--- src/rtl/core/ttab_pkg.sv ---
// shared types, constants and helpers for the task table engine
`default_nettype none

package ttab_pkg;

  // table geometry
  localparam int unsigned TABLE_DEPTH = 8;
  localparam int unsigned IDX_W       = $clog2(TABLE_DEPTH);

  // field widths
  localparam int unsigned CMD_W  = 3;
  localparam int unsigned ID_W   = 16;
  localparam int unsigned PRIO_W = 8;
  localparam int unsigned TIME_W = 16;
  localparam int unsigned SLOT_W = 3;

  typedef logic [IDX_W-1:0] idx_t;

  localparam idx_t LAST_IDX = idx_t'(TABLE_DEPTH - 1);

  // command codes
  typedef enum logic [CMD_W-1:0] {
    CMD_CREATE  = 3'd0,
    CMD_DELETE  = 3'd1,
    CMD_SUSPEND = 3'd2,
    CMD_RESUME  = 3'd3,
    CMD_SLEEP   = 3'd4,
    CMD_WAKE    = 3'd5
  } cmd_e;

  // sequencer states
  typedef enum logic [2:0] {
    ST_IDLE,
    ST_SCAN,
    ST_DRAIN,
    ST_ACT,
    ST_SH_RD,
    ST_SH_WR,
    ST_CLEAR
  } state_e;

  // one table entry as stored in memory
  typedef struct packed {
    logic [ID_W-1:0]   id;
    logic [PRIO_W-1:0] prio;
    logic              susp;
    logic [TIME_W-1:0] timer;
  } entry_t;

  // memory access request from the sequencer
  typedef struct packed {
    logic   we;
    logic   clr;
    idx_t   waddr;
    idx_t   raddr;
    entry_t wdata;
  } mem_req_t;

  // sequencer to search unit
  typedef struct packed {
    logic            start;
    logic            chk;
    idx_t            idx;
    logic [ID_W-1:0] key;
  } scan_ctl_t;

  // search unit findings
  typedef struct packed {
    logic   match_hit;
    idx_t   match_idx;
    entry_t match_entry;
    logic   free_hit;
    idx_t   free_idx;
    idx_t   end_idx;
  } scan_res_t;

  // slot index reported modulo the slot field range
  function automatic logic [SLOT_W-1:0] to_slot(input idx_t idx);
    logic [SLOT_W+IDX_W-1:0] wide;
    wide = {{SLOT_W{1'b0}}, idx};
    return wide[SLOT_W-1:0];
  endfunction

endpackage

`default_nettype wire

--- src/rtl/core/ttab_mem.sv ---
// entry memory with per-slot valid bits, one write and one registered read port
`default_nettype none

module ttab_mem (
  input  wire                clk_i,
  input  wire                rst_ni,
  input  ttab_pkg::mem_req_t req_i,
  output ttab_pkg::entry_t   rdata_o
);

  ttab_pkg::entry_t                    mem_q [ttab_pkg::TABLE_DEPTH];
  logic [ttab_pkg::TABLE_DEPTH-1:0]    valid_q;
  ttab_pkg::entry_t                    rdata_q;
  logic                                rvalid_q;

  // storage array and registered read
  always_ff @(posedge clk_i) begin
    if (req_i.we) begin
      mem_q[req_i.waddr] <= req_i.wdata;
    end
    rdata_q <= mem_q[req_i.raddr];
  end

  // valid bits, cleared at reset so the table reads empty
  always_ff @(posedge clk_i or negedge rst_ni) begin
    if (!rst_ni) begin
      valid_q  <= '0;
      rvalid_q <= 1'b0;
    end else begin
      if (req_i.we) begin
        valid_q[req_i.waddr] <= 1'b1;
      end else if (req_i.clr) begin
        valid_q[req_i.waddr] <= 1'b0;
      end
      rvalid_q <= valid_q[req_i.raddr];
    end
  end

  // an unwritten or cleared slot reads as an empty entry
  assign rdata_o = rvalid_q ? rdata_q : '0;

endmodule

`default_nettype wire

--- src/rtl/core/ttab_scan.sv ---
// search unit: tracks match, first free slot and shift end over a table sweep
`default_nettype none

module ttab_scan (
  input  wire                 clk_i,
  input  wire                 rst_ni,
  input  ttab_pkg::scan_ctl_t ctl_i,
  input  ttab_pkg::entry_t    rdata_i,
  output ttab_pkg::scan_res_t res_o
);

  logic             match_hit_q, match_hit_d;
  logic             free_hit_q, free_hit_d;
  logic             end_hit_q, end_hit_d;
  ttab_pkg::idx_t   match_idx_q, match_idx_d;
  ttab_pkg::idx_t   free_idx_q, free_idx_d;
  ttab_pkg::idx_t   end_idx_q, end_idx_d;
  ttab_pkg::entry_t match_entry_q, match_entry_d;
  logic             is_match;
  logic             is_empty;

  assign is_match = (ctl_i.key != '0) && (rdata_i.id == ctl_i.key);
  assign is_empty = (rdata_i.id == '0);

  // update findings with the slot read last cycle
  always_comb begin
    match_hit_d   = match_hit_q;
    free_hit_d    = free_hit_q;
    end_hit_d     = end_hit_q;
    match_idx_d   = match_idx_q;
    free_idx_d    = free_idx_q;
    end_idx_d     = end_idx_q;
    match_entry_d = match_entry_q;
    if (ctl_i.start) begin
      match_hit_d = 1'b0;
      free_hit_d  = 1'b0;
      end_hit_d   = 1'b0;
      end_idx_d   = ttab_pkg::LAST_IDX;
    end else if (ctl_i.chk) begin
      if (!match_hit_q && is_match) begin
        match_hit_d   = 1'b1;
        match_idx_d   = ctl_i.idx;
        match_entry_d = rdata_i;
      end
      if (!free_hit_q && is_empty) begin
        free_hit_d = 1'b1;
        free_idx_d = ctl_i.idx;
      end
      // first empty slot after the match ends a delete shift
      if (match_hit_q && !end_hit_q && is_empty) begin
        end_hit_d = 1'b1;
        end_idx_d = ctl_i.idx;
      end
    end
  end

  // flags
  always_ff @(posedge clk_i or negedge rst_ni) begin
    if (!rst_ni) begin
      match_hit_q <= 1'b0;
      free_hit_q  <= 1'b0;
      end_hit_q   <= 1'b0;
      end_idx_q   <= ttab_pkg::LAST_IDX;
    end else begin
      match_hit_q <= match_hit_d;
      free_hit_q  <= free_hit_d;
      end_hit_q   <= end_hit_d;
      end_idx_q   <= end_idx_d;
    end
  end

  // captured indexes and matched entry
  always_ff @(posedge clk_i) begin
    match_idx_q   <= match_idx_d;
    free_idx_q    <= free_idx_d;
    match_entry_q <= match_entry_d;
  end

  assign res_o.match_hit   = match_hit_q;
  assign res_o.match_idx   = match_idx_q;
  assign res_o.match_entry = match_entry_q;
  assign res_o.free_hit    = free_hit_q;
  assign res_o.free_idx    = free_idx_q;
  assign res_o.end_idx     = end_idx_q;

endmodule

`default_nettype wire

--- src/rtl/core/ttab_ctrl.sv ---
// command sequencer: sweep, read-modify-write, delete shift and result
`default_nettype none

module ttab_ctrl (
  input  wire                                 clk_i,
  input  wire                                 rst_ni,
  input  wire                                 start,
  output logic                                busy,
  input  wire  [ttab_pkg::CMD_W-1:0]          command_i,
  input  wire  [ttab_pkg::ID_W-1:0]           task_id_i,
  input  wire  [ttab_pkg::PRIO_W-1:0]         priority_req_i,
  input  wire  [ttab_pkg::TIME_W-1:0]         sleep_time_i,
  output logic                                done_o,
  output logic                                ok_o,
  output logic [ttab_pkg::SLOT_W-1:0]         slot_o,
  output ttab_pkg::mem_req_t                  mem_req_o,
  input  ttab_pkg::entry_t                    rdata_i,
  output ttab_pkg::scan_ctl_t                 scan_ctl_o,
  input  ttab_pkg::scan_res_t                 scan_res_i
);

  ttab_pkg::state_e              state_q, state_d;
  ttab_pkg::idx_t                cnt_q, cnt_d;
  logic                          chk_q, chk_d;
  ttab_pkg::idx_t                chk_idx_q, chk_idx_d;
  logic                          done_q, done_d;
  logic                          ok_q, ok_d;
  logic [ttab_pkg::SLOT_W-1:0]   slot_q, slot_d;
  logic [ttab_pkg::CMD_W-1:0]    cmd_q;
  logic [ttab_pkg::ID_W-1:0]     id_q;
  logic [ttab_pkg::PRIO_W-1:0]   prio_q;
  logic [ttab_pkg::TIME_W-1:0]   time_q;
  logic                          accept;
  logic                          act_ok;
  logic                          act_wr;
  ttab_pkg::idx_t                act_idx;
  ttab_pkg::entry_t              act_entry;
  ttab_pkg::idx_t                cnt_inc;

  assign busy    = (state_q != ttab_pkg::ST_IDLE);
  assign accept  = start && !busy;
  assign cnt_inc = ttab_pkg::idx_t'(cnt_q + 1'b1);

  // command decode on the finished sweep
  always_comb begin
    act_ok    = 1'b0;
    act_wr    = 1'b0;
    act_idx   = scan_res_i.match_idx;
    act_entry = scan_res_i.match_entry;
    unique case (cmd_q)
      ttab_pkg::CMD_CREATE: begin
        act_ok          = (id_q != '0) && !scan_res_i.match_hit && scan_res_i.free_hit;
        act_wr          = act_ok;
        act_idx         = scan_res_i.free_idx;
        act_entry.id    = id_q;
        act_entry.prio  = prio_q;
        act_entry.susp  = 1'b0;
        act_entry.timer = '0;
      end
      ttab_pkg::CMD_DELETE: begin
        act_ok = scan_res_i.match_hit;
      end
      ttab_pkg::CMD_SUSPEND: begin
        act_ok         = scan_res_i.match_hit;
        act_wr         = act_ok;
        act_entry.susp = 1'b1;
      end
      ttab_pkg::CMD_RESUME: begin
        act_ok         = scan_res_i.match_hit;
        act_wr         = act_ok;
        act_entry.susp = 1'b0;
      end
      ttab_pkg::CMD_SLEEP: begin
        act_ok = scan_res_i.match_hit;
        act_wr = act_ok;
        if (scan_res_i.match_entry.timer < time_q) begin
          act_entry.timer = time_q;
        end
      end
      ttab_pkg::CMD_WAKE: begin
        act_ok          = scan_res_i.match_hit;
        act_wr          = act_ok;
        act_entry.timer = '0;
      end
      default: begin
        act_ok = 1'b0;
      end
    endcase
  end

  // next state
  always_comb begin
    state_d = state_q;
    unique case (state_q)
      ttab_pkg::ST_IDLE: begin
        if (start) state_d = ttab_pkg::ST_SCAN;
      end
      ttab_pkg::ST_SCAN: begin
        if (cnt_q == ttab_pkg::LAST_IDX) state_d = ttab_pkg::ST_DRAIN;
      end
      ttab_pkg::ST_DRAIN: begin
        state_d = ttab_pkg::ST_ACT;
      end
      ttab_pkg::ST_ACT: begin
        if (cmd_q == ttab_pkg::CMD_DELETE && scan_res_i.match_hit) begin
          if (scan_res_i.end_idx == scan_res_i.match_idx) begin
            state_d = ttab_pkg::ST_CLEAR;
          end else begin
            state_d = ttab_pkg::ST_SH_RD;
          end
        end else begin
          state_d = ttab_pkg::ST_IDLE;
        end
      end
      ttab_pkg::ST_SH_RD: begin
        state_d = ttab_pkg::ST_SH_WR;
      end
      ttab_pkg::ST_SH_WR: begin
        if (cnt_inc == scan_res_i.end_idx) begin
          state_d = ttab_pkg::ST_CLEAR;
        end else begin
          state_d = ttab_pkg::ST_SH_RD;
        end
      end
      ttab_pkg::ST_CLEAR: begin
        state_d = ttab_pkg::ST_IDLE;
      end
      default: begin
        state_d = ttab_pkg::ST_IDLE;
      end
    endcase
  end

  // outputs: memory port, sweep pointer, result
  always_comb begin
    mem_req_o.we    = 1'b0;
    mem_req_o.clr   = 1'b0;
    mem_req_o.waddr = cnt_q;
    mem_req_o.raddr = cnt_q;
    mem_req_o.wdata = rdata_i;
    cnt_d           = cnt_q;
    chk_d           = 1'b0;
    chk_idx_d       = cnt_q;
    done_d          = 1'b0;
    ok_d            = 1'b0;
    slot_d          = '0;
    unique case (state_q)
      ttab_pkg::ST_IDLE: begin
        if (start) cnt_d = '0;
      end
      ttab_pkg::ST_SCAN: begin
        chk_d = 1'b1;
        cnt_d = cnt_inc;
      end
      ttab_pkg::ST_DRAIN: begin
        cnt_d = cnt_q;
      end
      ttab_pkg::ST_ACT: begin
        mem_req_o.we    = act_wr;
        mem_req_o.waddr = act_idx;
        mem_req_o.wdata = act_entry;
        cnt_d           = scan_res_i.match_idx;
        // delete reports once the shift is done
        if (!(cmd_q == ttab_pkg::CMD_DELETE && act_ok)) begin
          done_d = 1'b1;
          ok_d   = act_ok;
          slot_d = act_ok ? ttab_pkg::to_slot(act_idx) : '0;
        end
      end
      ttab_pkg::ST_SH_RD: begin
        mem_req_o.raddr = cnt_inc;
      end
      ttab_pkg::ST_SH_WR: begin
        mem_req_o.we    = 1'b1;
        mem_req_o.waddr = cnt_q;
        mem_req_o.wdata = rdata_i;
        cnt_d           = cnt_inc;
      end
      ttab_pkg::ST_CLEAR: begin
        mem_req_o.clr   = 1'b1;
        mem_req_o.waddr = scan_res_i.end_idx;
        done_d          = 1'b1;
        ok_d            = 1'b1;
        slot_d          = ttab_pkg::to_slot(scan_res_i.match_idx);
      end
      default: begin
        cnt_d = cnt_q;
      end
    endcase
  end

  // control registers
  always_ff @(posedge clk_i or negedge rst_ni) begin
    if (!rst_ni) begin
      state_q   <= ttab_pkg::ST_IDLE;
      cnt_q     <= '0;
      chk_q     <= 1'b0;
      chk_idx_q <= '0;
      done_q    <= 1'b0;
      ok_q      <= 1'b0;
      slot_q    <= '0;
    end else begin
      state_q   <= state_d;
      cnt_q     <= cnt_d;
      chk_q     <= chk_d;
      chk_idx_q <= chk_idx_d;
      done_q    <= done_d;
      ok_q      <= ok_d;
      slot_q    <= slot_d;
    end
  end

  // command item capture
  always_ff @(posedge clk_i) begin
    if (accept) begin
      cmd_q  <= command_i;
      id_q   <= task_id_i;
      prio_q <= priority_req_i;
      time_q <= sleep_time_i;
    end
  end

  assign scan_ctl_o.start = accept;
  assign scan_ctl_o.chk   = chk_q;
  assign scan_ctl_o.idx   = chk_idx_q;
  assign scan_ctl_o.key   = id_q;

  assign done_o = done_q;
  assign ok_o   = ok_q;
  assign slot_o = slot_q;

  // a result is only issued as the sequencer returns to idle
  assert property (@(posedge clk_i) disable iff (!rst_ni)
    done_q |-> (state_q == ttab_pkg::ST_IDLE))
    else $error("result strobe while sequencer busy");

  // a failed command reports slot zero
  assert property (@(posedge clk_i) disable iff (!rst_ni)
    (done_q && !ok_q) |-> (slot_q == '0))
    else $error("nonzero slot on failed command");

  // an accepted item starts a sweep
  assert property (@(posedge clk_i) disable iff (!rst_ni)
    accept |=> (state_q == ttab_pkg::ST_SCAN && cnt_q == '0))
    else $error("accepted item did not start sweep");

  // the shift pointer stays below the end of the shift
  assert property (@(posedge clk_i) disable iff (!rst_ni)
    (state_q == ttab_pkg::ST_SH_RD) |-> (cnt_q < scan_res_i.end_idx))
    else $error("delete shift ran past its end");

endmodule

`default_nettype wire

--- src/rtl/core/task_table_engine.sv ---
// top level of the task table engine
//
// Command channel: an item (command_i, task_id_i, priority_req_i,
// sleep_time_i) is taken at a rising edge with start high and busy low.
// Result channel: done_o marks one cycle in which ok_o and slot_o hold the
// result of the item; the receiver cannot stall it, so it must sample then.
// Each command sweeps the whole table through the entry memory, one slot
// read per cycle, then a successful create, suspend, resume, sleep or wake
// writes the modified entry back to the chosen slot once. Busy drops in
// time for the next item to be taken in the cycle of the strobe. A delete
// that hits instead moves the later entries up one slot (one memory read,
// one write each) and then clears the vacated slot. The memory sets the
// pace: the sweep reads one slot per cycle and the shift reads and then
// writes each moved entry; where a read and a write meet on one slot, the
// read data is unused, so no forwarding is needed.
// Reset clears every slot's valid bit at once; the table is empty and an
// item can be taken in the first cycle after reset.
`default_nettype none

module task_table_engine (
  input  wire                          clk_i,
  input  wire                          rst_ni,
  input  wire                          start,
  output logic                         busy,
  input  wire  [ttab_pkg::CMD_W-1:0]   command_i,
  input  wire  [ttab_pkg::ID_W-1:0]    task_id_i,
  input  wire  [ttab_pkg::PRIO_W-1:0]  priority_req_i,
  input  wire  [ttab_pkg::TIME_W-1:0]  sleep_time_i,
  output logic                         done_o,
  output logic                         ok_o,
  output logic [ttab_pkg::SLOT_W-1:0]  slot_o
);

  ttab_pkg::mem_req_t  mem_req;
  ttab_pkg::entry_t    rdata;
  ttab_pkg::scan_ctl_t scan_ctl;
  ttab_pkg::scan_res_t scan_res;

  // sequencer
  ttab_ctrl u_ctrl (
    .clk_i          (clk_i),
    .rst_ni         (rst_ni),
    .start          (start),
    .busy           (busy),
    .command_i      (command_i),
    .task_id_i      (task_id_i),
    .priority_req_i (priority_req_i),
    .sleep_time_i   (sleep_time_i),
    .done_o         (done_o),
    .ok_o           (ok_o),
    .slot_o         (slot_o),
    .mem_req_o      (mem_req),
    .rdata_i        (rdata),
    .scan_ctl_o     (scan_ctl),
    .scan_res_i     (scan_res)
  );

  // entry memory
  ttab_mem u_mem (
    .clk_i   (clk_i),
    .rst_ni  (rst_ni),
    .req_i   (mem_req),
    .rdata_o (rdata)
  );

  // search unit
  ttab_scan u_scan (
    .clk_i   (clk_i),
    .rst_ni  (rst_ni),
    .ctl_i   (scan_ctl),
    .rdata_i (rdata),
    .res_o   (scan_res)
  );

endmodule

`default_nettype wire

--- config.mk ---
export PLATFORM = sky130hd
export DESIGN_NAME = task_table_engine
export DESIGN_NICKNAME = d
export VERILOG_FILES = /design/src/rtl/core/ttab_pkg.sv /design/src/rtl/core/ttab_mem.sv /design/src/rtl/core/ttab_scan.sv /design/src/rtl/core/ttab_ctrl.sv /design/src/rtl/core/task_table_engine.sv
export SDC_FILE = /design/constraint.sdc
export NUM_CORES = 1
export LEC_CHECK = 0
export BUFFER_PORTS_ARGS = -buffer_cell sky130_fd_sc_hd__buf_2
export CORE_MARGIN = 2
export CORE_UTILIZATION = 55
export DETAILED_ROUTE_END_ITERATION = 10
export MAX_ROUTING_LAYER = met4
export PLACE_DENSITY = 0.76
export SLEW_MARGIN = 5
export SYNTH_ARGS = -nofsm -noshare
export SYNTH_HDL_FRONTEND = slang
export SYNTH_SLANG_ARGS = --single-unit
--- constraint.sdc ---
create_clock -name clk_i -period 4 [get_ports clk_i]
set_input_delay 0.2 -clock clk_i [delete_from_list [all_inputs] [get_ports clk_i]]
set_output_delay 0.2 -clock clk_i [all_outputs]
set_load 0.03 [all_outputs]
# After elaboration in Yosys (flattened, before gate mapping)
# Memories as Yosys holds them, arrays and structs flattened. A register that Yosys moved wholly into a read port is not among the register bits.
# Index checks and enable logic that the tools add are counted.
# word_totals
reg_bits	120
latch_bits	0
mem_bits_rw	328
rom_bits	0
input_bits	46
output_inout_bits	6
memories	1
# memory_table
memory	depth	word_bits	read_ports	rd_ports_with_merged_regs	wr	line_no	text
u_mem.mem_q	8	41	1	1	1	ttab_mem.sv:11	ttab_pkg::entry_t mem_q [ttab_pkg::TABLE_DEPTH];
# op_classes
n_addsub	1
multipliers	0
n_div	0
n_lt_le_gt_ge	4
eq_ne	17
n_shift	0
mux	49
n_bitwise	4
reduce_logical	38
# op_table
operator	n
$mux W41	2
$mux W3	11
$pmux W16 S2	1
$mux W24	1
$eq A3 B3 Y1 const B	6
$pmux W3 S6	1
$mux W1	17
$eq A16 B16 Y1	1
$logic_not A16 Y1	1
$lt A16 B16 Y1	1
$mux W16	1
$mux W8	2
$reduce_bool A16 Y1	1
$eq A3 B2 Y1 const B	4
$pmux W1 S2	6
$pmux W3 S2	2
$logic_and A1 B1 Y1	11
$reduce_and A2 Y1	5
$reduce_bool A2 Y1	5
$pmux W3 S3	1
$and A8 B8 Y8	1
$lt A3 B4 Y1 const B	2
$not A8 Y8	1
$or A8 B8 Y8	1
17 further kinds	28

# Depth between registers and ports, before layout
# Gate-level depths: netlist of the first run.
# logic_depth
depth_word	11
ltp_mapped	8
ltp_nobuf	6

# By module
# From an unflattened synthesis of the first run, not the netlist that was laid out.
# unflattened
cells_unflattened	1103
hier_area_um2	19766.5
# modules_own_cells
mod	n_inst	cells_per_inst	area_each_um2	seq_area_each_um2
ttab_mem	1	609	13905.8	10895.4
ttab_ctrl	1	381	3876.2	1666.6
ttab_scan	1	113	1984.4	1565.3

# Worst setup path before layout of the first run
# No wires, ideal clock.
# synth_timing
path_type	reg2reg
from	register u_ctrl.state_q[0]
to	register u_scan.match_idx_q[0], enable pin
setup_time_ns	0.444
arrival_time_ns	3.349
required_time_ns	3.556
path_slack_ns	0.208
stages_incl_launch_ff	7
path_buffers	2
period_less_slack_ns	3.792
path_cell_list	dfrtp_1 > buf_4 > clkbuf_1 > nor4b_2 > a221oi_1 > nand4_1 > nor4_1
# synth_lines
element	line_no	text
start, declared	ttab_ctrl.sv:22	ttab_pkg::state_e state_q, state_d;
start signal, assigned	ttab_ctrl.sv:195	state_q <= ttab_pkg::ST_IDLE;
start signal, assigned	ttab_ctrl.sv:203	state_q <= state_d;
end signal, assigned	ttab_scan.sv:74	match_idx_q <= match_idx_d;
end, declared	ttab_scan.sv:15	ttab_pkg::idx_t match_idx_q, match_idx_d;

# Worst setup path after layout of the first run
# layout_timing
from	register u_ctrl.cmd_q[2] (netlist bit)
to	memory u_mem.mem_q[2][33] (netlist bit), enable pin
# layout_between
elab_chain_cells	6
# layout_rtl
element	line_no	text
start, declared	ttab_ctrl.sv:29	logic [ttab_pkg::CMD_W-1:0] cmd_q;
start signal, assigned	ttab_ctrl.sv:216	cmd_q <= command_i;
$eq A3 B3 Y1 / $eq A3 B2 Y1 (equally long branches)	ttab_ctrl.sv:50	unique case (cmd_q)
$reduce_or A4 Y1 (no line)	--	
$pmux W1 S2	ttab_ctrl.sv:50	
$pmux W1 S2	ttab_ctrl.sv:147	unique case (state_q)
$mux W1	ttab_mem.sv:18	if (req_i.we) begin
$mux W1 (not written as such)	ttab_mem.sv:19	mem_q[req_i.waddr] <= req_i.wdata;
end, declared	ttab_mem.sv:11	
# Several ways; a longest one is shown, not always the timed one.

==> impl_results.md, run 1 <==
- Core area: 15900 µm²
- Multi-input gate area: 2640 µm²
- RSZ-0062 raised after global routing: false
- Vias in the first global route: 5479
- # rows: 46
- Antenna Nets Post-Route: 0
- Inserted Clock Buffers: 22
- Max cap viols: 0
- Register area share after synthesis: 68.4%
- Layout cell share with drive strength beyond 1: 16.5%
- Worst Tran Pin Value: 940 ps
- Crit path arrival time: 3420 ps
- I/O pin count: 52
- Fin area: 10300 µm²
- Yosys warning count: 0
- Post-DP HPWL: 12500 µm
- GRT Total Usage: 23.5%
- Top post-synthesis cells by count: edfxtp_1, mux2i_1, nor2_1
- Most common flop cell mapped by yosys: edfxtp_1
- Fin cells: 900
- Yosys top cell area share: 56.5%
- Mapped Cells: 602
- DR pass1 iterations: 5
- Top delay family on crit path: simple AND/OR/NAND/NOR gates
- Worst Hold Class: primary input to flip-flop
- Vias per cell: 6.23
- Fillcell total: 1094
- Status: finished, final reports clean
- Post-Route WL: 19800 µm
- GPL Wtd Cong: 0.853
- Initial antenna violation count: 0
- Die Width: 132 µm
- Final hold vios: 0
- Crit Path Class: flip-flop to flip-flop
- Count of unique library cells instantiated by Yosys: 64
- CP required: 4190 ps
- Clock Skew: 13.1 ps
- Layout Area Growth over Synthesis: 14.9%
- Die span in y: 132 µm
- CP bufs+invs: 1
- Synth area leader: edfxtp_1
- VDD IR-drop max: 0.000474 V
- Die area: 17400 µm²
- Power Total: 6.71 mW
- Max FO, Critical Path: 10
- Post-synth EDFFs: 169
- Largest cells by area after synthesis: edfxtp_1, dfrtp_1, mux2i_1
- Placed Area: 9440 µm²
- F_max: 310 MHz
- Tmin final: 3230 ps
- Cell Chain, Critical Path: or3_1, mux2i_1, a222oi_1, nand2b_1, nor2_1, buf_4
- Count of pins over their slew limit: 0
- Worst path max stage delay: 720 ps
- Critical Path Start Type: flip-flop
- Async set-reset flop share out of synthesis: 14.0%
- Vias: 5605
- Nets: 718
- Pwr/cell area: 650 nW/µm²
- Register bit total from synthesis: 215
- Num Clock Sinks: 215
- Clock latency on the worst-skew pair: 510 ps
- Setup bufs post-CTS: 0
- DRC: 0
- Leakage: 3.88 nW
- Setup TNS: 0 ps
- I/O Buffers: 27
- Setup violations, final: 0
- Iteration-0 DRC Markers: 600
- First-pass GRT wire length: 30500 µm
- Max-slew headroom: 36.7%
- Initial Util: 56.4%
- CTS tree: built
- Syn Nets: 651
- Worst-path clk slew: 60 ps
- Reg area: 6150 µm²
- Largest net degree at the start of global routing: 33
- CTS Root Cell: clkbuf_16
- Synthesized area: 8980 µm²
- Crit path max-delay cell type: nor2_1
- Most frequent cell after synthesis: edfxtp_1
- Nature of the critical path endpoint: flip-flop
- Avg Inst Size Synth: 14.9 µm²
- Grt ovf: 0
- Clk buf depth: 3
- Hold_ws: 33.1 ps
- H-tree levels: 1
- Avg WL per Cell: 22.0 µm
- Final worst-path cycle share: 80.7%
- N_diodes: 0
- Placed instance count: 841
==> layer usage <==
layer | up-vias | share of wire (%) | track usage, %
li1 | 2479 | - | -
met1 | 2817 | 41 | 30.8
met2 | 246 | 49 | 38.0
met3 | 63 | 6.5 | 3.31
met4 | 0 | 3.8 | 8.82
met5 | - | 0 | -
==> power breakdown <==
part | internal [mW] | total [mW] | leakage, nW | switching, mW
registers | 2.83 | 3.11 | 2.07 | 0.286
clock network | 1.12 | 1.91 | 0.333 | 0.795
logic | 0.699 | 1.69 | 1.48 | 0.988
total | 4.64 | 6.71 | 3.88 | 2.07
==> final timing paths <==
path / from / end / slack [ps] / cells past startpoint
max in group asynchronous: rst_ni / u_ctrl.state_q[0] / 3300 / 2
min in group asynchronous: rst_ni / u_scan.match_hit_q / 270 / 2
max reg2reg: u_ctrl.cmd_q[2] / u_mem.mem_q[2][33] / 770 / 6
max: u_ctrl.cmd_q[2] / u_mem.mem_q[2][33] / 770 / 6
min: start / u_ctrl.state_q[0] / 30 / 3
min reg2reg: u_ctrl.chk_idx_q[1] / u_scan.free_idx_q[1] / 510 / 0
==> layout make-up <==
cell class              instances  share of cell area (%)
multi-input cells             344                    25.5
well taps                     216                    2.62
inverters                      15                   0.545
clock inverters                 9                   0.788
clock buffers                  30                    5.82
repair buffers                 71                    5.11
flip-flops and latches        215                    59.6
==> registers in the layout, indices dropped and copies added (netlist names), named ones only <==
register / cells
u_ctrl.chk_idx_d: 3
u_ctrl.chk_idx_q: 3
u_ctrl.chk_q: 1
u_ctrl.cmd_q: 3
u_ctrl.done_o: 1
u_ctrl.id_q: 16
u_ctrl.ok_o: 1
u_ctrl.slot_o: 3
u_ctrl.state_q: 3
u_mem.mem_q: 128
u_mem.rdata_q: 16
u_mem.rvalid_q: 1
u_scan.end_hit_q: 1
u_scan.end_idx_q: 3
u_scan.free_hit_q: 1
u_scan.free_idx_q: 3
u_scan.match_hit_q: 1
u_scan.match_idx_q: 3
u_scan.res_o: 16
==> cell usage in the layout, fill, tap and decap left out, types with 4 or more instances in the layout <==
cell type / Yosys / layout
inv_1: 15 / 15
o41ai_1: 4 / 4
xnor2_1: 4 / 4
nand2b_1: 6 / 6
clkbuf_1: 13 / 6
nor4_1: 9 / 8
dlygate4sd3_1: 0 / 20
o31ai_1: 5 / 5
clkbuf_16: 0 / 22
nand2_1: 36 / 36
edfxtp_1: 169 / 169
xor2_1: 8 / 8
nor2_1: 42 / 42
o21ai_0: 41 / 41
a221oi_1: 19 / 19
buf_4: 5 / 23
a22o_1: 6 / 6
buf_2: 4 / 27
a21oi_1: 12 / 12
mux4_2: 15 / 15
nand4_1: 5 / 5
nand3b_1: 4 / 4
dfrtp_1: 27 / 27
o22ai_1: 5 / 5
and2_1: 13 / 13
clkinv_2: 0 / 4
mux2i_1: 52 / 52
dfxtp_1: 16 / 16
==> timing repair <==
| item | CTS | global route |
|---|---|---|
| hold endpoints to repair | 46 | 0 |
| hold buffers | 20 | 0 |
| resized for setup | 0 | 0 |
==> tightest hold or removal path, stage by stage <==
cell and delay (ps):
buf_2 120, nor2_1 80, o32ai_1 80
==> logic make-up after synthesis <==
logic type      share of synthesized area, %
flops                                   68.4
simple gates                            7.95
compound gates                          9.08
mux                                     10.3
buf+inv                                 2.49
xor+xnor                                1.35
fa+ha+maj                              0.418
==> metrics by stage <==
stage | worst slack [ps] | util (%)
floorplan | 208 | -
global placement | 862 | 59.2
detailed placement | 779 | 59.2
CTS | 767 | 64.8
global route | 630 | 64.8
finish | 771 | 64.8
Power figures use the tool's default switching activity.
==> run 2: changes to the inputs <==
- ABC_AREA: default -> 1
- clock period: 4 -> 2.82 ns (I/O delays scaled with it)
==> impl_results.md, run 2 <==
- Avg WL per Cell: 18.1 µm (was 22.0 µm)
- Critical Path Start Type: flip-flop (unchanged)
- Mapped Cells: 880 (was 602)
- Fin cells: 1177 (was 900)
- Setup WS post-layout: 285 ps (was 771 ps)
- I/O pin count: 52 (unchanged)
- GPL Wtd Cong: 0.873 (was 0.853)
- F_max: 395 MHz (was 310 MHz)
- I/O Buffers: 27 (unchanged)
- VDD IR-drop max: 0.000714 V (was 0.000474 V)
- Leakage: 4.56 nW (was 3.88 nW)
- Layout Area Growth over Synthesis: 16.1% (was 14.9%)
- Worst Hold Class: primary input to async pin (was primary input to flip-flop)
- Syn Nets: 929 (was 651)
- R2R depth: 10 (was 6)
- Max FO, Critical Path: 16 (was 10)
- Vias in the first global route: 6439 (was 5479)
- Final hold vios: 0 (unchanged)
- Pre-CTS setup slack: 245 ps (was 779 ps)
- Max reg flops: 128 (unchanged)
- CTS tree: built (unchanged)
- Vias: 6583 (was 5605)
- Power Total: 10.9 mW (was 6.71 mW)
- Nets: 989 (was 718)
- Setup bufs post-CTS: 0 (unchanged)
- Max-slew headroom: 46.1% (was 36.7%)
- Worst-path clk slew: 60 ps (about the same)
- Status: finished, final reports clean (unchanged)
- Core area: 16500 µm² (was 15900 µm²)
- Top post-synthesis cells by count: nand2_1, edfxtp_1, inv_1 (was edfxtp_1, mux2i_1, nor2_1)
- Largest cells by area after synthesis: edfxtp_1, nand2_1, dfrtp_1 (was edfxtp_1, dfrtp_1, mux2i_1)
- Final core utilization: 65.3% (was 64.8%)
- Crit path arrival time: 2720 ps (was 3420 ps)
- Nature of the critical path endpoint: flip-flop (unchanged)
- Setup violations, final: 0 (unchanged)
- Register area share after synthesis: 66.2% (was 68.4%)
- Largest net degree at the start of global routing: 74 (was 33)
- N_diodes: 0 (unchanged)
- Placed instance count: 1114 (was 841)
- CP required: 3000 ps (was 4190 ps)
- Hold_ws: 206 ps (was 33.1 ps)
- Worst Setup SP: u_ctrl.state_q[2] (was u_ctrl.cmd_q[2])
- Tmin final: 2530 ps (was 3230 ps)
- Clock latency on the worst-skew pair: 520 ps (was 510 ps)
- Initial antenna violation count: 0 (unchanged)
- Antenna Nets Post-Route: 0 (unchanged)
- Fillcell total: 1199 (was 1094)
- Clk buf depth: 3 (unchanged)
- Most common flop cell mapped by yosys: edfxtp_1 (unchanged)
- Die area: 17900 µm² (was 17400 µm²)
- Largest Register: u_mem.mem_q (unchanged)
- RSZ-0062 raised after global routing: false (unchanged)
- Fin area: 10800 µm² (was 10300 µm²)
- Count of unique library cells instantiated by Yosys: 36 (was 64)
- FF-to-FF Start: u_ctrl.state_q[2] (was u_ctrl.cmd_q[2])
- First-pass GRT wire length: 33400 µm (was 30500 µm)
- H-tree levels: 1 (unchanged)
- # rows: 47 (was 46)
- Synthesized area: 9290 µm² (was 8980 µm²)
- Placed Area: 9730 µm² (was 9440 µm²)
- Die Width: 134 µm (was 132 µm)
- CTS Root Cell: clkbuf_16 (unchanged)
- Avg Inst Size Synth: 10.6 µm² (was 14.9 µm²)
- Async set-reset flop share out of synthesis: 14.0% (unchanged)
- Most common cell after layout, fill and taps aside: nand2_1 (was edfxtp_1)
- Synth area leader: edfxtp_1 (unchanged)
- Reg-to-reg endpoint: u_mem.mem_q[5][26] (was u_mem.mem_q[2][33])
- Post-DP HPWL: 12800 µm (was 12500 µm)
- Inserted Clock Buffers: 23 (was 22)
- DR pass1 iterations: 5 (unchanged)
- Most frequent cell after synthesis: nand2_1 (was edfxtp_1)
- Yosys warning count: 0 (unchanged)
- GRT Total Usage: 24.8% (was 23.5%)
- Pwr/cell area: 1010 nW/µm² (was 650 nW/µm²)
- Iteration-0 DRC Markers: 613 (was 600)
- Final worst-path cycle share: 89.9% (was 80.7%)
- Vias per cell: 5.59 (was 6.23)
- Max cap viols: 0 (unchanged)
- Die span in y: 134 µm (was 132 µm)
- Setup TNS: 0 ps (unchanged)
- Worst R2R Setup Slack: 290 ps (was 770 ps)
- Grt ovf: 0 (unchanged)
- Post-synth EDFFs: 169 (unchanged)
- Initial Util: 56.2% (was 56.4%)
- Layout cell share with drive strength beyond 1: 11.5% (was 16.5%)
- Most frequent cells in the layout: nand2_1, edfxtp_1, inv_1 (was edfxtp_1, mux2i_1, nor2_1)
- Clock Skew: 19.2 ps (was 13.1 ps)
- Worst Tran Pin Value: 805 ps (was 940 ps)
- Count of pins over their slew limit: 0 (unchanged)
- Register bit total from synthesis: 215 (unchanged)
- Crit Path Class: flip-flop to flip-flop (unchanged)
- Num Clock Sinks: 215 (unchanged)
- Yosys top cell area share: 54.7% (was 56.5%)
- Post-Route WL: 21300 µm (was 19800 µm)
- DRC: 0 (unchanged)
[run 2: cell count changes after synthesis, sizes merged, moves of 12 or more]
cell / previous run / this run
o211ai: 1 / 51
nand2: 36 / 236
and2: 13 / 0
inv: 15 / 108
a221oi: 19 / 0
buf: 14 / 26
nand3: 3 / 41
a21oi: 13 / 27
mux2i: 52 / 0
nor2: 42 / 58
mux4: 17 / 0
[run 2: cell type report]
class / count / area (µm²) / share of cell area [%]
flip-flops and latches: 215 / 6150 / 57.0
repair buffers: 71 / 543 / 5.04
multi-input cells: 519 / 2560 / 23.8
clock buffers: 28 / 624 / 5.79
clock inverters: 14 / 216 / 2.01
inverters: 110 / 413 / 3.83
well taps: 220 / 275 / 2.55
[run 2: kinds of logic (layout without fill, tap and decap cells)]
logic type	count (synthesis)	count (layout)	synth area share [%]
adder cells (fa/ha/maj)	3	3	0.404
buffers and inverters	146	223	6.27
AO/OA/AOI/OAI	149	149	10.1
AND/OR/NAND/NOR	353	353	15.7
XOR/XNOR	14	14	1.32
flip-flops	215	215	66.2
[run 2: worst max-delay path by stage]
stage | end | slack, ps | cells after the start
finish | u_mem.mem_q[5][26] | 290 | 10
global route | u_mem.mem_q[6][33] | 40 | 10
CTS | u_mem.mem_q[2][40] | 210 | 6
detailed placement | u_mem.mem_q[1][40] | 240 | 6
global placement | u_mem.mem_q[5][29] | 310 | 10
floorplan | u_mem.mem_q[0][25] | 710 | 11
[run 2: worst max-delay path, cell delays in order (launching register included)]
cell,delay [ps]
dfrtp_1,480
inv_2,130
nand3_1,340
inv_2,280
nand3_1,120
nand3_1,180
nand2_1,90
nor2_1,90
nand2_1,80
inv_1,80
buf_4,310
[run 2: what timing repair did]
action / in CTS / in global routing
endpoints found under the setup margin: 0 / 64
hold endpoints to repair: 47 / 0
hold buffers: 21 / 0
gates resized for setup: 0 / 1
[run 2: power breakdown]
group | internal [mW] | total [mW] | switching [mW]
clock network | 2.05 | 3.27 | 1.22
logic | 0.962 | 3.24 | 2.28
registers | 4.14 | 4.41 | 0.275
total | 7.15 | 10.9 | 3.77
[run 2: routing by layer]
metal  track usage, %  up-vias  wire length (µm)
met3             3.33       56              1340
met4             8.63        0               621
met5                -        -                 0
met2             41.9      252             10700
met1             31.1     3148              8600
li1                 -     3127                 -
==> run 3: changes to the inputs <==
- CTS_BUF_LIST: default -> sky130_fd_sc_hd__clkbuf_16
==> impl_results.md, run 3 (synthesis gave the netlist of run 2 again) <==
- Crit path max-delay cell type: dfrtp_1 (unchanged)
- Reg area: 6150 µm² (unchanged)
- Count of pins over their slew limit: 0 (unchanged)
- Setup violations, final: 0 (unchanged)
- N_diodes: 0 (unchanged)
- Inserted Clock Buffers: 23 (unchanged)
- Max-slew headroom: 48.1% (was 46.1%)
- I/O Buffers: 27 (unchanged)
- First-pass GRT wire length: 33400 µm (about the same)
- Worst path max stage delay: 480 ps (about the same)
- Antenna Nets Post-Route: 0 (unchanged)
- GRT Total Usage: 24.9% (was 24.8%)
- Layout cell share with drive strength beyond 1: 11.2% (was 11.5%)
- Pwr/cell area: 1010 nW/µm² (about the same)
- Final worst-path cycle share: 89.8% (was 89.9%)
- Worst Tran Pin Value: 775 ps (was 805 ps)
- I/O pin count: 52 (unchanged)
- Crit Path Class: flip-flop to flip-flop (unchanged)
- Max FO, Critical Path: 16 (unchanged)
- CTS tree: built (unchanged)
- Largest Register: u_mem.mem_q (unchanged)
- Worst Hold Class: primary input to async pin (unchanged)
- Clock latency on the worst-skew pair: 520 ps (about the same)
- Vias in the first global route: 6362 (was 6439)
- Status: finished, final reports clean (unchanged)
- GPL Wtd Cong: 0.873 (unchanged)
- Worst-path clk slew: 60 ps (about the same)
- DRC: 0 (unchanged)
- # rows: 47 (unchanged)
- Multi-input gate area: 2560 µm² (unchanged)
- Clk buf depth: 3 (unchanged)
- Final hold vios: 0 (unchanged)
- Cell Chain, Critical Path: inv_2, nand3_1, inv_2, nand3_1, nand3_1, nand2_1, nor2_1, nand2_1, inv_1, buf_4 (unchanged)
- Num Clock Sinks: 215 (unchanged)
- Most frequent cells in the layout: nand2_1, edfxtp_1, inv_1 (unchanged)
- F_max: 395 MHz (about the same)
- Setup TNS: 0 ps (unchanged)
- H-tree levels: 1 (unchanged)
- Initial Util: 56.2% (unchanged)
- Tmin final: 2530 ps (about the same)
- Avg WL per Cell: 18.0 µm (was 18.1 µm)
- Setup bufs post-CTS: 0 (unchanged)
- Max cap viols: 0 (unchanged)
- Grt ovf: 0 (unchanged)
- Die Width: 134 µm (unchanged)
- Die span in y: 134 µm (unchanged)
- Clock Skew: 18.9 ps (was 19.2 ps)
- Max reg flops: 128 (unchanged)
- Vias: 6540 (was 6583)
- Initial antenna violation count: 0 (unchanged)
- VDD IR-drop max: 0.000624 V (was 0.000714 V)
- Most common cell after layout, fill and taps aside: nand2_1 (unchanged)
- Iteration-0 DRC Markers: 611 (was 613)
- Leakage: 4.55 nW (was 4.56 nW)
- Fillcell total: 1209 (was 1199)
- CTS Root Cell: clkbuf_16 (unchanged)
- Core area: 16500 µm² (unchanged)
- Nets: 989 (unchanged)
- Most frequent cell on the critical path: nand3_1 (unchanged)
- Layout Area Growth over Synthesis: 15.8% (was 16.1%)
- Post-Route WL: 21200 µm (was 21300 µm)
- Largest net degree at the start of global routing: 74 (unchanged)
- Critical Path Start Type: flip-flop (unchanged)
- RSZ-0062 raised after global routing: false (unchanged)
- Hold_ws: 205 ps (was 206 ps)
- DR pass1 iterations: 7 (was 5)
- Vias per cell: 5.56 (was 5.59)
- CP required: 3010 ps (was 3000 ps)
- Crit path arrival time: 2720 ps (about the same)
- Post-DP HPWL: 12800 µm (unchanged)
- Nature of the critical path endpoint: flip-flop (unchanged)
- Die area: 17900 µm² (unchanged)
run 3: what timing repair did:
action,in CTS,in global routing
endpoints found under the setup margin,0,61
hold buffers,21,0
endpoints found under the hold margin,48,0
gates resized for setup,0,1
run 3: path summary, 6_finish.rpt:
path | startpoint | to | slack, ps | cells past startpoint
max in group asynchronous | rst_ni | async pin | 2160 | 2
hold reg to reg | u_ctrl.chk_idx_q[2] | u_scan.free_idx_q[2] | 460 | 0
hold / removal | rst_ni | u_ctrl.state_q[0] | 200 | 2
setup reg to reg | u_ctrl.state_q[2] | u_mem.mem_q[5][26] | 290 | 10
min in group clk_i | task_id_i[9] | u_ctrl.id_q[9] | 320 | 2
setup / recovery | u_ctrl.state_q[2] | u_mem.mem_q[5][26] | 290 | 10
run 3: critical path, delay by kind of cell, from the launching register on:
kind          cells  cell delay, ps
buf+inv           4             790
simple gates      6             920
flops             1             480
run 3: routing by layer:
layer	GRT usage [%]	wire length [µm]	up-vias
met4	8.39	465	0
met1	31.1	8590	3109
met5	-	0	-
met2	42.0	10800	260
met3	3.48	1380	45
li1	-	-	3126
run 3: per-stage QoR:
stage | power [mW] | utilization, % | worst slack [ps] | cells | area, µm²
6_report | 10.8 | 65.1 | 287 | 1177 | 10800
3_3_place_gp | 7.53 | 58.9 | 311 | 1114 | 9730
4_1_cts | 10.9 | 65.1 | 212 | 1177 | 10800
5_1_grt | 11.4 | 65.1 | 41.4 | 1177 | 10800
2_1_floorplan | 6.68 | - | 706 | 880 | 9290
3_5_place_dp | 7.64 | 58.9 | 245 | 1114 | 9730
run 3: area by class of cell:
class | instances | share of cell area, %
clock buffer | 23 | 5.35
clock inverter | 19 | 2.19
inverter | 110 | 3.84
multi-input combinational | 519 | 23.8
sequential | 215 | 57.2
tap | 220 | 2.56
timing repair buffer | 71 | 5.05
run 3: where the power goes:
group          internal [mW]  switching, mW
clock network           1.96           1.23
registers               4.14          0.273
logic                  0.962           2.29
